[config.mk]
export PLATFORM = sky130hd
export DESIGN_NAME = rgb565_nearest_downscale_gray
export DESIGN_NICKNAME = d
export VERILOG_FILES = /design/src/rtl/core/rndg_pkg.sv /design/src/rtl/core/rndg_sampler.sv /design/src/rtl/core/rgb565_nearest_downscale_gray.sv
export SDC_FILE = /design/constraint.sdc
export NUM_CORES = 1
export LEC_CHECK = 0
export BUFFER_PORTS_ARGS = -buffer_cell sky130_fd_sc_hd__buf_2
export CORE_UTILIZATION = 64
export CTS_CLUSTER_DIAMETER = 100
export DETAILED_ROUTE_END_ITERATION = 12
export PLACE_DENSITY_LB_ADDON = 0.25
export SYNTH_ARGS = -nofsm -noshare
export SYNTH_HDL_FRONTEND = slang
export SYNTH_SLANG_ARGS = --single-unit
[constraint.sdc]
create_clock -name clock -period 6.7 [get_ports clock]
set_input_delay 0.67 -clock clock [delete_from_list [all_inputs] [get_ports clock]]
set_output_delay 0.67 -clock clock [all_outputs]
set_load 0.1 [all_outputs]
[src/rtl/core/rndg_pkg.sv]
// ----------------------------------------------------------------------------
// rndg_pkg: shared types, constants and functions
// Sizes, register indexes and the grayscale arithmetic for the
// nearest-neighbor RGB565 to grayscale downscaler.
// ----------------------------------------------------------------------------
package rndg_pkg;

   // Output frame is OUT_SIZE x OUT_SIZE; OUT_SIZE is a power of two (at most 64 with IDX_W = 12)
   localparam int OUT_LOG  = 6;
   localparam int OUT_SIZE = 1 << OUT_LOG;
   localparam int OCNT_W   = OUT_LOG + 1;

   // Field and register widths
   localparam int SRC_W    = 10;
   localparam int SUM_W    = SRC_W + OUT_LOG + 1;
   localparam int IDX_W    = 12;
   localparam int GRAY_W   = 8;
   localparam int WSUM_W   = 15;
   localparam int CSR_IDX_W = 1;

   localparam logic [SRC_W-1:0] SRC_MAX      = {SRC_W{1'b1}};
   localparam logic [SRC_W-1:0] WIDTH_RESET  = SRC_W'(160);
   localparam logic [SRC_W-1:0] HEIGHT_RESET = SRC_W'(120);
   localparam logic [IDX_W-1:0] LAST_INDEX   = IDX_W'(OUT_SIZE * OUT_SIZE - 1);

   // Register indexes
   localparam logic [CSR_IDX_W-1:0] CSR_SOURCE_WIDTH  = 1'b0;
   localparam logic [CSR_IDX_W-1:0] CSR_SOURCE_HEIGHT = 1'b1;

   // Luma weights, and x/100 as (x*DIV_MUL) >> DIV_SHIFT, exact for x < 2^15
   localparam int W_RED    = 30;
   localparam int W_GREEN  = 59;
   localparam int W_BLUE   = 11;
   localparam int DIV_MUL  = 5243;
   localparam int DIV_SHIFT = 19;
   localparam int PROD_W   = WSUM_W + 13;

   // Sample decision handed from the sampler to the pipeline
   typedef struct packed {
      logic             emit;
      logic [IDX_W-1:0] index;
      logic             last;
   } samp_type;

   // Expand RGB565 bytes and form the weighted sum 30r + 59g + 11b
   function automatic logic [WSUM_W-1:0] weighted_sum(input logic [7:0] lo,
                                                      input logic [7:0] hi);
      logic [7:0] r;
      logic [7:0] g;
      logic [7:0] b;
      r = {hi[7:3], 3'b000};
      g = {hi[2:0], lo[7:5], 2'b00};
      b = {lo[4:0], 3'b000};
      return WSUM_W'(r * WSUM_W'(W_RED)) + WSUM_W'(g * WSUM_W'(W_GREEN))
           + WSUM_W'(b * WSUM_W'(W_BLUE));
   endfunction

   // Divide the weighted sum by 100 through a reciprocal multiply
   function automatic logic [GRAY_W-1:0] div100(input logic [WSUM_W-1:0] x);
      logic [PROD_W-1:0] p;
      p = PROD_W'(x) * PROD_W'(DIV_MUL);
      return p[DIV_SHIFT +: GRAY_W];
   endfunction

endpackage

[src/rtl/core/rndg_sampler.sv]
// ----------------------------------------------------------------------------
// rndg_sampler: source position tracking and sample selection
// Follows the raster position of the incoming pixels and decides, per
// pixel, whether it lands on an output grid point.
// ----------------------------------------------------------------------------
module rndg_sampler (
   input  logic                             clock,
   input  logic                             reset,
   input  logic                             advance,
   input  logic                             frame_start,
   input  logic [rndg_pkg::SRC_W-1:0]       source_width,
   input  logic [rndg_pkg::SRC_W-1:0]       source_height,
   output rndg_pkg::samp_type               samp
);

   logic [rndg_pkg::SRC_W-1:0]  scol_ff, scol_in, c_scol;
   logic [rndg_pkg::SRC_W-1:0]  srow_ff, srow_in, c_srow;
   logic [rndg_pkg::OCNT_W-1:0] ocol_ff, ocol_in, c_ocol;
   logic [rndg_pkg::OCNT_W-1:0] orow_ff, orow_in, c_orow;
   logic [rndg_pkg::SUM_W-1:0]  csum_ff, csum_in, c_csum;
   logic [rndg_pkg::SUM_W-1:0]  rsum_ff, rsum_in, c_rsum;
   logic [rndg_pkg::SRC_W-1:0]  eff_w, eff_h;
   logic                        row_hit, col_hit, line_end;
   logic [rndg_pkg::SUM_W-1:0]  col_target, row_target;

   // Clamp sizes below the output size up to it
   assign eff_w = (source_width < rndg_pkg::SRC_W'(rndg_pkg::OUT_SIZE))
                ? rndg_pkg::SRC_W'(rndg_pkg::OUT_SIZE) : source_width;
   assign eff_h = (source_height < rndg_pkg::SRC_W'(rndg_pkg::OUT_SIZE))
                ? rndg_pkg::SRC_W'(rndg_pkg::OUT_SIZE) : source_height;

   // Frame start restarts all counters for this beat
   assign c_scol = frame_start ? '0 : scol_ff;
   assign c_srow = frame_start ? '0 : srow_ff;
   assign c_ocol = frame_start ? '0 : ocol_ff;
   assign c_orow = frame_start ? '0 : orow_ff;
   assign c_csum = frame_start ? '0 : csum_ff;
   assign c_rsum = frame_start ? '0 : rsum_ff;

   // Target source position is the running product divided by the output size
   assign col_target = c_csum >> rndg_pkg::OUT_LOG;
   assign row_target = c_rsum >> rndg_pkg::OUT_LOG;

   assign row_hit = (c_orow < rndg_pkg::OCNT_W'(rndg_pkg::OUT_SIZE))
                 && (rndg_pkg::SUM_W'(c_srow) == row_target);
   assign col_hit = (c_ocol < rndg_pkg::OCNT_W'(rndg_pkg::OUT_SIZE))
                 && (rndg_pkg::SUM_W'(c_scol) == col_target);
   assign line_end = (c_scol >= eff_w - rndg_pkg::SRC_W'(1));

   // Sample decision for the current beat
   always_comb begin
      samp.emit  = col_hit && row_hit;
      samp.index = rndg_pkg::IDX_W'(
                      ((rndg_pkg::IDX_W + rndg_pkg::OCNT_W)'(c_orow) << rndg_pkg::OUT_LOG)
                      + (rndg_pkg::IDX_W + rndg_pkg::OCNT_W)'(c_ocol));
      samp.last  = (c_orow == rndg_pkg::OCNT_W'(rndg_pkg::OUT_SIZE - 1))
                && (c_ocol == rndg_pkg::OCNT_W'(rndg_pkg::OUT_SIZE - 1));
   end

   // Advance the column and row counters
   always_comb begin
      ocol_in = c_ocol;
      csum_in = c_csum;
      orow_in = c_orow;
      rsum_in = c_rsum;
      srow_in = c_srow;
      scol_in = c_scol + rndg_pkg::SRC_W'(1);
      if (col_hit) begin
         ocol_in = c_ocol + rndg_pkg::OCNT_W'(1);
         csum_in = c_csum + rndg_pkg::SUM_W'(eff_w);
      end
      if (line_end) begin
         scol_in = '0;
         ocol_in = '0;
         csum_in = '0;
         if (row_hit) begin
            orow_in = c_orow + rndg_pkg::OCNT_W'(1);
            rsum_in = c_rsum + rndg_pkg::SUM_W'(eff_h);
         end
         if (c_srow != rndg_pkg::SRC_MAX) begin
            srow_in = c_srow + rndg_pkg::SRC_W'(1);
         end
      end
   end

   // Hold counters unless a beat is taken
   always_ff @(posedge clock) begin
      if (reset) begin
         scol_ff <= '0;
         srow_ff <= '0;
         ocol_ff <= '0;
         orow_ff <= '0;
         csum_ff <= '0;
         rsum_ff <= '0;
      end else if (advance) begin
         scol_ff <= scol_in;
         srow_ff <= srow_in;
         ocol_ff <= ocol_in;
         orow_ff <= orow_in;
         csum_ff <= csum_in;
         rsum_ff <= rsum_in;
      end
   end

endmodule

[src/rtl/core/rgb565_nearest_downscale_gray.sv]
// ----------------------------------------------------------------------------
// rgb565_nearest_downscale_gray: RGB565 stream to 64x64 grayscale
// Samples a raster pixel stream by nearest neighbor onto a fixed output
// grid and converts each sampled pixel to 8-bit gray.
//
//   channel  direction  handshake            payload
//   req      in         req_valid/req_ready  pixel_low_byte, pixel_high_byte,
//                                            frame_start
//   rsp      out        rsp_valid/rsp_ready  gray_value, output_index, frame_done
//   csr      in         csr_write_enable     csr_index, csr_write_data
//
// One pixel is taken per clock while req_ready is high. A sampled pixel goes
// through the weighted sum register, then the reciprocal divide into the output
// register, then to rsp. Reset clears position counters and loads 160x120.
// With rsp stalled, two results are held and req_ready drops only when both
// the sum stage and the output register are full.
// ----------------------------------------------------------------------------
module rgb565_nearest_downscale_gray (
   input  logic                                clock,
   input  logic                                reset,
   input  logic                                req_valid,
   output logic                                req_ready,
   input  logic [7:0]                          req_pixel_low_byte,
   input  logic [7:0]                          req_pixel_high_byte,
   input  logic                                req_frame_start,
   output logic                                rsp_valid,
   input  logic                                rsp_ready,
   output logic [rndg_pkg::GRAY_W-1:0]         rsp_gray_value,
   output logic [rndg_pkg::IDX_W-1:0]          rsp_output_index,
   output logic                                rsp_frame_done,
   input  logic                                csr_write_enable,
   input  logic [rndg_pkg::CSR_IDX_W-1:0]      csr_index,
   input  logic [rndg_pkg::SRC_W-1:0]          csr_write_data
);

   logic [rndg_pkg::SRC_W-1:0]  width_ff, height_ff;
   rndg_pkg::samp_type          samp;
   logic                        accept, out_free, s1_move;
   logic                        s1_valid_ff, s1_valid_in;
   logic [rndg_pkg::WSUM_W-1:0] s1_sum_ff;
   logic [rndg_pkg::IDX_W-1:0]  s1_index_ff;
   logic                        s1_last_ff;
   logic                        rsp_valid_ff;
   logic [rndg_pkg::GRAY_W-1:0] gray_ff;
   logic [rndg_pkg::IDX_W-1:0]  index_ff;
   logic                        done_ff;

   // Configuration registers
   always_ff @(posedge clock) begin
      if (reset) begin
         width_ff  <= rndg_pkg::WIDTH_RESET;
         height_ff <= rndg_pkg::HEIGHT_RESET;
      end else if (csr_write_enable) begin
         case (csr_index)
            rndg_pkg::CSR_SOURCE_WIDTH:  width_ff  <= csr_write_data;
            rndg_pkg::CSR_SOURCE_HEIGHT: height_ff <= csr_write_data;
            default: ;
         endcase
      end
   end

   // Pipeline flow control
   assign out_free  = !rsp_valid_ff || rsp_ready;
   assign s1_move   = s1_valid_ff && out_free;
   assign req_ready = !s1_valid_ff || out_free;
   assign accept    = req_valid && req_ready;

   rndg_sampler u_sampler (
      .clock         (clock),
      .reset         (reset),
      .advance       (accept),
      .frame_start   (req_frame_start),
      .source_width  (width_ff),
      .source_height (height_ff),
      .samp          (samp)
   );

   // Sum stage: load on a sampled beat, drop when passed on
   always_comb begin
      s1_valid_in = s1_valid_ff;
      if (accept) begin
         s1_valid_in = samp.emit;
      end else if (s1_move) begin
         s1_valid_in = 1'b0;
      end
   end

   always_ff @(posedge clock) begin
      if (reset) begin
         s1_valid_ff <= 1'b0;
      end else begin
         s1_valid_ff <= s1_valid_in;
      end
   end

   always_ff @(posedge clock) begin
      if (accept && samp.emit) begin
         s1_sum_ff   <= rndg_pkg::weighted_sum(req_pixel_low_byte, req_pixel_high_byte);
         s1_index_ff <= samp.index;
         s1_last_ff  <= samp.last;
      end
   end

   // Output register: divide by 100 on the way in
   always_ff @(posedge clock) begin
      if (reset) begin
         rsp_valid_ff <= 1'b0;
      end else if (out_free) begin
         rsp_valid_ff <= s1_valid_ff;
      end
   end

   always_ff @(posedge clock) begin
      if (s1_move) begin
         gray_ff  <= rndg_pkg::div100(s1_sum_ff);
         index_ff <= s1_index_ff;
         done_ff  <= s1_last_ff;
      end
   end

   assign rsp_valid        = rsp_valid_ff;
   assign rsp_gray_value   = gray_ff;
   assign rsp_output_index = index_ff;
   assign rsp_frame_done   = done_ff;

   // Checks
   a_stall_only_when_full: assert property (@(posedge clock) disable iff (reset)
      !req_ready |-> (s1_valid_ff && rsp_valid_ff && !rsp_ready))
      else $error("input stalled while a stage was free");

   a_no_emit_leaves_empty: assert property (@(posedge clock) disable iff (reset)
      (accept && !samp.emit) |=> !s1_valid_ff)
      else $error("sum stage loaded on a pixel that is not sampled");

   a_move_fills_output: assert property (@(posedge clock) disable iff (reset)
      s1_move |=> rsp_valid_ff)
      else $error("result lost between sum stage and output register");

   a_done_on_last_index: assert property (@(posedge clock) disable iff (reset)
      (rsp_valid_ff && rsp_frame_done) |-> (rsp_output_index == rndg_pkg::LAST_INDEX))
      else $error("frame_done on a pixel other than the last");

endmodule

# ---- Word level (Yosys, flattened, before mapping)
# Cells that the tools add are included.
dict set report totals {
  ff_bits 139
  latch_bits 0
  mem_bits_rw 0
  romBits 0
  in_bits 33
  output_inout_bits 23
  elab_cells 76
  mem_count 0
}
dict set report classes {
  add_sub_neg 10
  n_mul 4
  n_div 0
  order_cmp 5
  eq_ne 5
  shift 0
  muxes 21
  bitwise 1
  n_reduce_logical 14
}
# op count
set ops {}
lappend ops {{two-way mux 17 bit} 6}
lappend ops {{two-way mux 10 bit} 7}
lappend ops {{two-way mux 7 bit} 6}
lappend ops {{adder 17 x 10 -> 17 bit} 2}
lappend ops {{multiplier 15 x 13 -> 27 bit (second input constant)} 1}
lappend ops {{== test 10 x 11 -> 1 bit} 2}
lappend ops {{adder 10 x 1 -> 10 bit (second input constant)} 2}
lappend ops {{less-than comparator 10 x 7 -> 1 bit (second input constant)} 2}
lappend ops {{multiplier 5 x 4 -> 9 bit (second input constant)} 2}
lappend ops {{adder 13 x 14 -> 15 bit} 1}
lappend ops {{adder 15 x 12 -> 15 bit} 1}
lappend ops {{adder 7 x 1 -> 7 bit (second input constant)} 2}
lappend ops {{== test 7 x 6 -> 1 bit (second input constant)} 2}
lappend ops {{less-than comparator 7 bit (second input constant)} 2}
lappend ops {{adder 12 x 7 -> 12 bit} 1}
lappend ops {{multiplier 6 x 6 -> 12 bit (second input constant)} 1}
lappend ops {{>= comparator 10 bit} 1}
lappend ops {{inequality test 10 bit (second input constant)} 1}
lappend ops {{subtractor 10 x 1 -> 10 bit (second input constant)} 1}
lappend ops {{logical AND 1 bit} 7}
lappend ops {{AND reduction 2 bit} 2}
lappend ops {{zero test 1 bit} 2}
lappend ops {{logical OR 1 bit} 2}
lappend ops {{two-way mux 1 bit} 2}
lappend ops {{2 further kinds} 2}

# ---- Depth between registers and ports, before layout
dict set report depth {
  depth_word 5
  depth_mapped 20
}

# ---- Modules after synthesis
# A second synthesis with hierarchy kept.
dict set report hier_totals {
  hier_cells 1428
  area_unflattened_um2 12858.6
}
# module instances cells_per_inst area_each_um2 seq_area_each_um2
set modules_own_cells {}
lappend modules_own_cells {rgb565_nearest_downscale_gray 1 751 7638.6 1851.8}
lappend modules_own_cells {rndg_sampler 1 677 5220.0 1361.3}

# ---- Worst setup path before layout
# OpenSTA, ideal clock, no wires.
dict set report synth_path {
  path_kind {input port to flip-flop}
  from {in req_pixel_low_byte[6]}
  to {reg s1_sum_ff[13] (netlist bit), data pin}
  setup_ns 0.195
  arrival_time_ns 4.803
  t_required_ns 6.505
  slack_ns 1.702
  path_stages 19
  cell_sequence {inv_1 > fa_1 > inv_1 > fa_1 > inv_1 > fa_1 > inv_1 > ha_1 > inv_1 > o21ai_0 > a21o_1 > a21o_1 > xnor2_1 > fa_1 > inv_1 > ha_1 > or3_1 > o311a_1 > o311ai_0}
}
dict set report synth_between {
  elab_chain_len 3
}
# element line
set synth_rtl {}
lappend synth_rtl {{start, declared} rgb565_nearest_downscale_gray.sv:23} ;# input logic [7:0] req_pixel_low_byte,
lappend synth_rtl {{multiplier 6 x 6 -> 12 bit} rndg_pkg.sv:54} ;# return WSUM_W'(r * WSUM_W'(W_RED)) + WSUM_W'(g * WSUM_W'(W_GREEN))
lappend synth_rtl {{adder 13 x 14 -> 15 bit} rndg_pkg.sv:54}
lappend synth_rtl {{adder 15 x 12 -> 15 bit} rndg_pkg.sv:55} ;# + WSUM_W'(b * WSUM_W'(W_BLUE));
lappend synth_rtl {{end signal, assigned} rgb565_nearest_downscale_gray.sv:98} ;# s1_sum_ff <= rndg_pkg::weighted_sum(req_pixel_low_byte, req_pixel_high_byte);
lappend synth_rtl {{end, declared} rgb565_nearest_downscale_gray.sv:40} ;# logic [rndg_pkg::WSUM_W-1:0] s1_sum_ff;
# No other way between the ends.
# A chain may end at the register's enable or synchronous reset.

# ---- Final worst setup path
dict set report layout_path {
  from {reg s1_sum_ff[13] (netlist bit)}
  to {reg gray_ff (netlist bit rsp_gray_value[7]), data pin}
}
dict set report layout_between {
  elab_chain_len 1
}
# element line
set layout_rtl {}
lappend layout_rtl {{multiplier 15 x 13 -> 27 bit} rndg_pkg.sv:61} ;# p = PROD_W'(x) * PROD_W'(DIV_MUL);
lappend layout_rtl {{end signal, assigned} rgb565_nearest_downscale_gray.sv:115} ;# gray_ff <= rndg_pkg::div100(s1_sum_ff);
lappend layout_rtl {{end, declared} rgb565_nearest_downscale_gray.sv:44} ;# logic [rndg_pkg::GRAY_W-1:0] gray_ff;
# No other way between the ends.

==> run_results.csv <==
group,metric,value,unit
setup_path,timing.critical_path.required,6860,ps
global_route,grt_use_total,26.9,%
setup_path,timing.critical_path.from_type,"register",
die,floorplan.die_area,20200,sq um
routing,first_pass_drt_iterations,5,
cts,post-cts-setup-buffers,0,
timing,period_needed,5150,ps
placed_design,dp.final_hpwl,20000,microns
die,start_util,66.2,%
die,placeableCoreArea,19000,sq um
timing,clock-skew-final,14.8,ps
synth,ys_top_cells_by_area,"ha_1, dfxtp_1, fa_1",
cts,cts-root-to-sink-buffers,2,
placed_design,globalplace.congestion,0.933,
routing,vias,9627,
synth,ys_ff_latch,137,
setup_path,reg2reg_setup_slack,1550,ps
timing,setup_ws,1550,ps
routing,detail_route.wl_per_cell,15.2,microns
synth,yosysTopAreaCellShare,19.1,%
synth,synthesis.nets,1687,
cells_and_area,nNetsFinal,1728,
min_path,hold_path_depth,0,
placed_design,numPortBuffers,55,
routing,drt_first_iter_violations,723,
cts,clk_pin_slew,60,ps
timing,grt_setup_unrepaired,"no",
timing,slew_viol_final,0,
timing,timing_worst_slew_pin_value,1050,ps
cells_and_area,flow.area_growth_from_synthesis,8.96,%
timing,totalNegativeSetupSlack,0,ps
setup_path,timing.critical_path.to_type,"register",
routing,routed_via_density,5.70,
global_route,grt_pass1_vias,9273,
setup_path,slowest_stage,"edfxtp_1",
synth,syn_avg_cell_area,9.12,sq um
cts,cts_hold_buf,0,
die,row_count,50,
synth,yosys.cell_count.top_type,"inv_1",
timing,period_share,76.8,%
routing,post-route-drc-count,0,
cells_and_area,ff_latch_area,3210,sq um
timing,timing_hold_violations_final,0,
routing,wl,25700,microns
setup_path,critPathMaxStageDelay,540,ps
synth,synth.largest_area_cell,"ha_1",
global_route,grt_overflow,0,
cts,cts.sinks,137,
cts,cts_repair_resize_count,0,
routing,postRouteAntennaNets,0,
global_route,antenna_found_initial,0,
global_route,global_route_wire_length_before_repair,43400,microns
setup_path,cp.arrival,5310,ps
cells_and_area,final_layout_size_suffix_gt1_share,7.90,%
synth,ys.warnings.count,0,
cts,clock_root_buffer_master,"clkbuf_16",
routing,wl_met3,1100,microns
routing,met2WireLength,12000,microns
routing,routedLengthMet1,12300,microns
synth,synth_flop_cell,"dfxtp_1",
cts,cts_buffers,17,
cts,cts_tree,"yes",
setup_path,critical_path_peak_fanout,7,
cells_and_area,fillCellCount,1425,
flow_run,max_cap_viol_count,0,
synth,yosys.cell_types.count,71,
synth,synth_sequential_area_ratio,25.6,%
synth,synthCells,1376,
cts,cts.htree.levels,4,
die,ios,56,
setup_path,critPathKind,"register to register",
min_path,holdCritPathClass,"register to register",
cells_and_area,diodes,0,
timing,timing.max_slew.rel_slack,29.8,%
die,floorplan.die.width,142,microns
status,outcome,"completed",
timing,max_clock_freq,0.194,GHz
cells_and_area,final_core_utilization,72.2,%
setup_path,r2r_cells,17,
cts,clk_latency,430,ps
synth,post_synth_most_frequent_cells,"inv_1, ha_1, nand2_1, a21oi_1, dfxtp_1",
synth,synth_edf_count,47,
synth,postSynth.asyncResetShare,0,%
placed_design,dp_worst_setup_slack,1280,ps
die,die_h,142,microns
setup_path,timing.critical_path.cells,"ha_1, inv_1, fa_1, inv_1, fa_1, fa_1, inv_1, fa_1, inv_1, ha_1, o21a_1, o211ai_1, a221o_1, a31oi_1, a311o_1, a31o_2, xnor2_1",
global_route,grt_start_max_net_pins,77,
timing,setup_viol,0,
cells_and_area,multi_input_comb_area,8340,sq um
routing,dr.max_layer_used,"met4",
synth,syn-cell-area,12600,sq um
[cell usage in the layout (no fill, tap or decap), drive strengths merged, types with 6 or more instances in the layout]
cell type	instances
nor2b	52
clkbuf	19
dfxtp	90
xor2	30
a211oi	10
a31oi	11
o21ai	38
nor3	8
xnor2	56
nand3b	6
edfxtp	47
and3	16
ha	192
inv	234
o21bai	6
a21oi	90
nand2b	8
nand2	116
fa	86
nand3	44
and2	7
nor2	50
buf	64
a21o	27
mux2	6
a22oi	7
or4	7
or3	8
a22o	8
nor4	6
nand4	13
o211ai	6
[cells by family (layout without fill, tap and decap cells)]
family	count (synthesis)	in the layout	share of synthesized area (%)
AND/OR/NAND/NOR	354	354	14.3
buffers and inverters	268	322	8.07
AO/OA/AOI/OAI	244	244	12.5
adder cells (fa/ha/maj)	278	278	32.8
flip-flops	137	137	25.6
XOR/XNOR	86	86	6.00
multiplexers	9	9	0.777
[registers in the layout, indices dropped and copies added, names as in the netlist]
name,flops
u_sampler.csum_ff,17
u_sampler.rsum_ff,17
s1_sum_ff,13
rsp_output_index,12
s1_index_ff,12
height_ff,10
u_sampler.scol_ff,10
u_sampler.srow_ff,10
width_ff,10
rsp_gray_value,8
u_sampler.ocol_ff,7
u_sampler.orow_ff,7
rsp_frame_done,1
rsp_valid,1
s1_last_ff,1
s1_valid_ff,1
[metrics by stage]
stage          instance area (sq um)  cells  hold WS, ps
5_1_grt                        13700   1690          431
3_3_place_gp                   13100   1658          400
4_1_cts                        13700   1690          421
2_1_floorplan                  12600   1376          400
3_5_place_dp                   13100   1658          407
6_report                       13700   1690          420
[metal layers]
layer / track usage [%] / vias to the layer above
met5: 0 / -
met4: 6.73 / 0
met3: 3.73 / 24
met2: 43.7 / 226
met1: 37.9 / 4643
li1: - / 4734
[worst paths after layout]
check / startpoint / endpoint
setup / recovery: s1_sum_ff[13]$_DFFE_PP_ / rsp_gray_value[7]$_DFFE_PP_
hold / removal: s1_index_ff[0]$_DFFE_PP_ / rsp_output_index[0]$_DFFE_PP_
setup reg to reg: s1_sum_ff[13]$_DFFE_PP_ / rsp_gray_value[7]$_DFFE_PP_
hold reg to reg: s1_index_ff[0]$_DFFE_PP_ / rsp_output_index[0]$_DFFE_PP_
[critical path: cells and delay by family (launching register included)]
kind	cells	cell delay (ps)
adders and majority gates	6	2690
AOI/OAI and AO/OA	6	1290
DFF	1	540
buffers and inverters	4	230
xor gates and xnor gates	1	130
[final cells by class]
class / instances / area share [%]
Clock buffer: 19 / 3.39
Clock inverter: 13 / 1.11
Inverter: 226 / 6.20
Multi-Input combinational cell: 971 / 60.9
Sequential cell: 137 / 23.5
Tap cell: 260 / 2.38
Timing Repair Buffer: 64 / 2.51
Power is not shown: default switching activity piles up to over one toggle a cycle in this logic, so the estimate is an artifact.
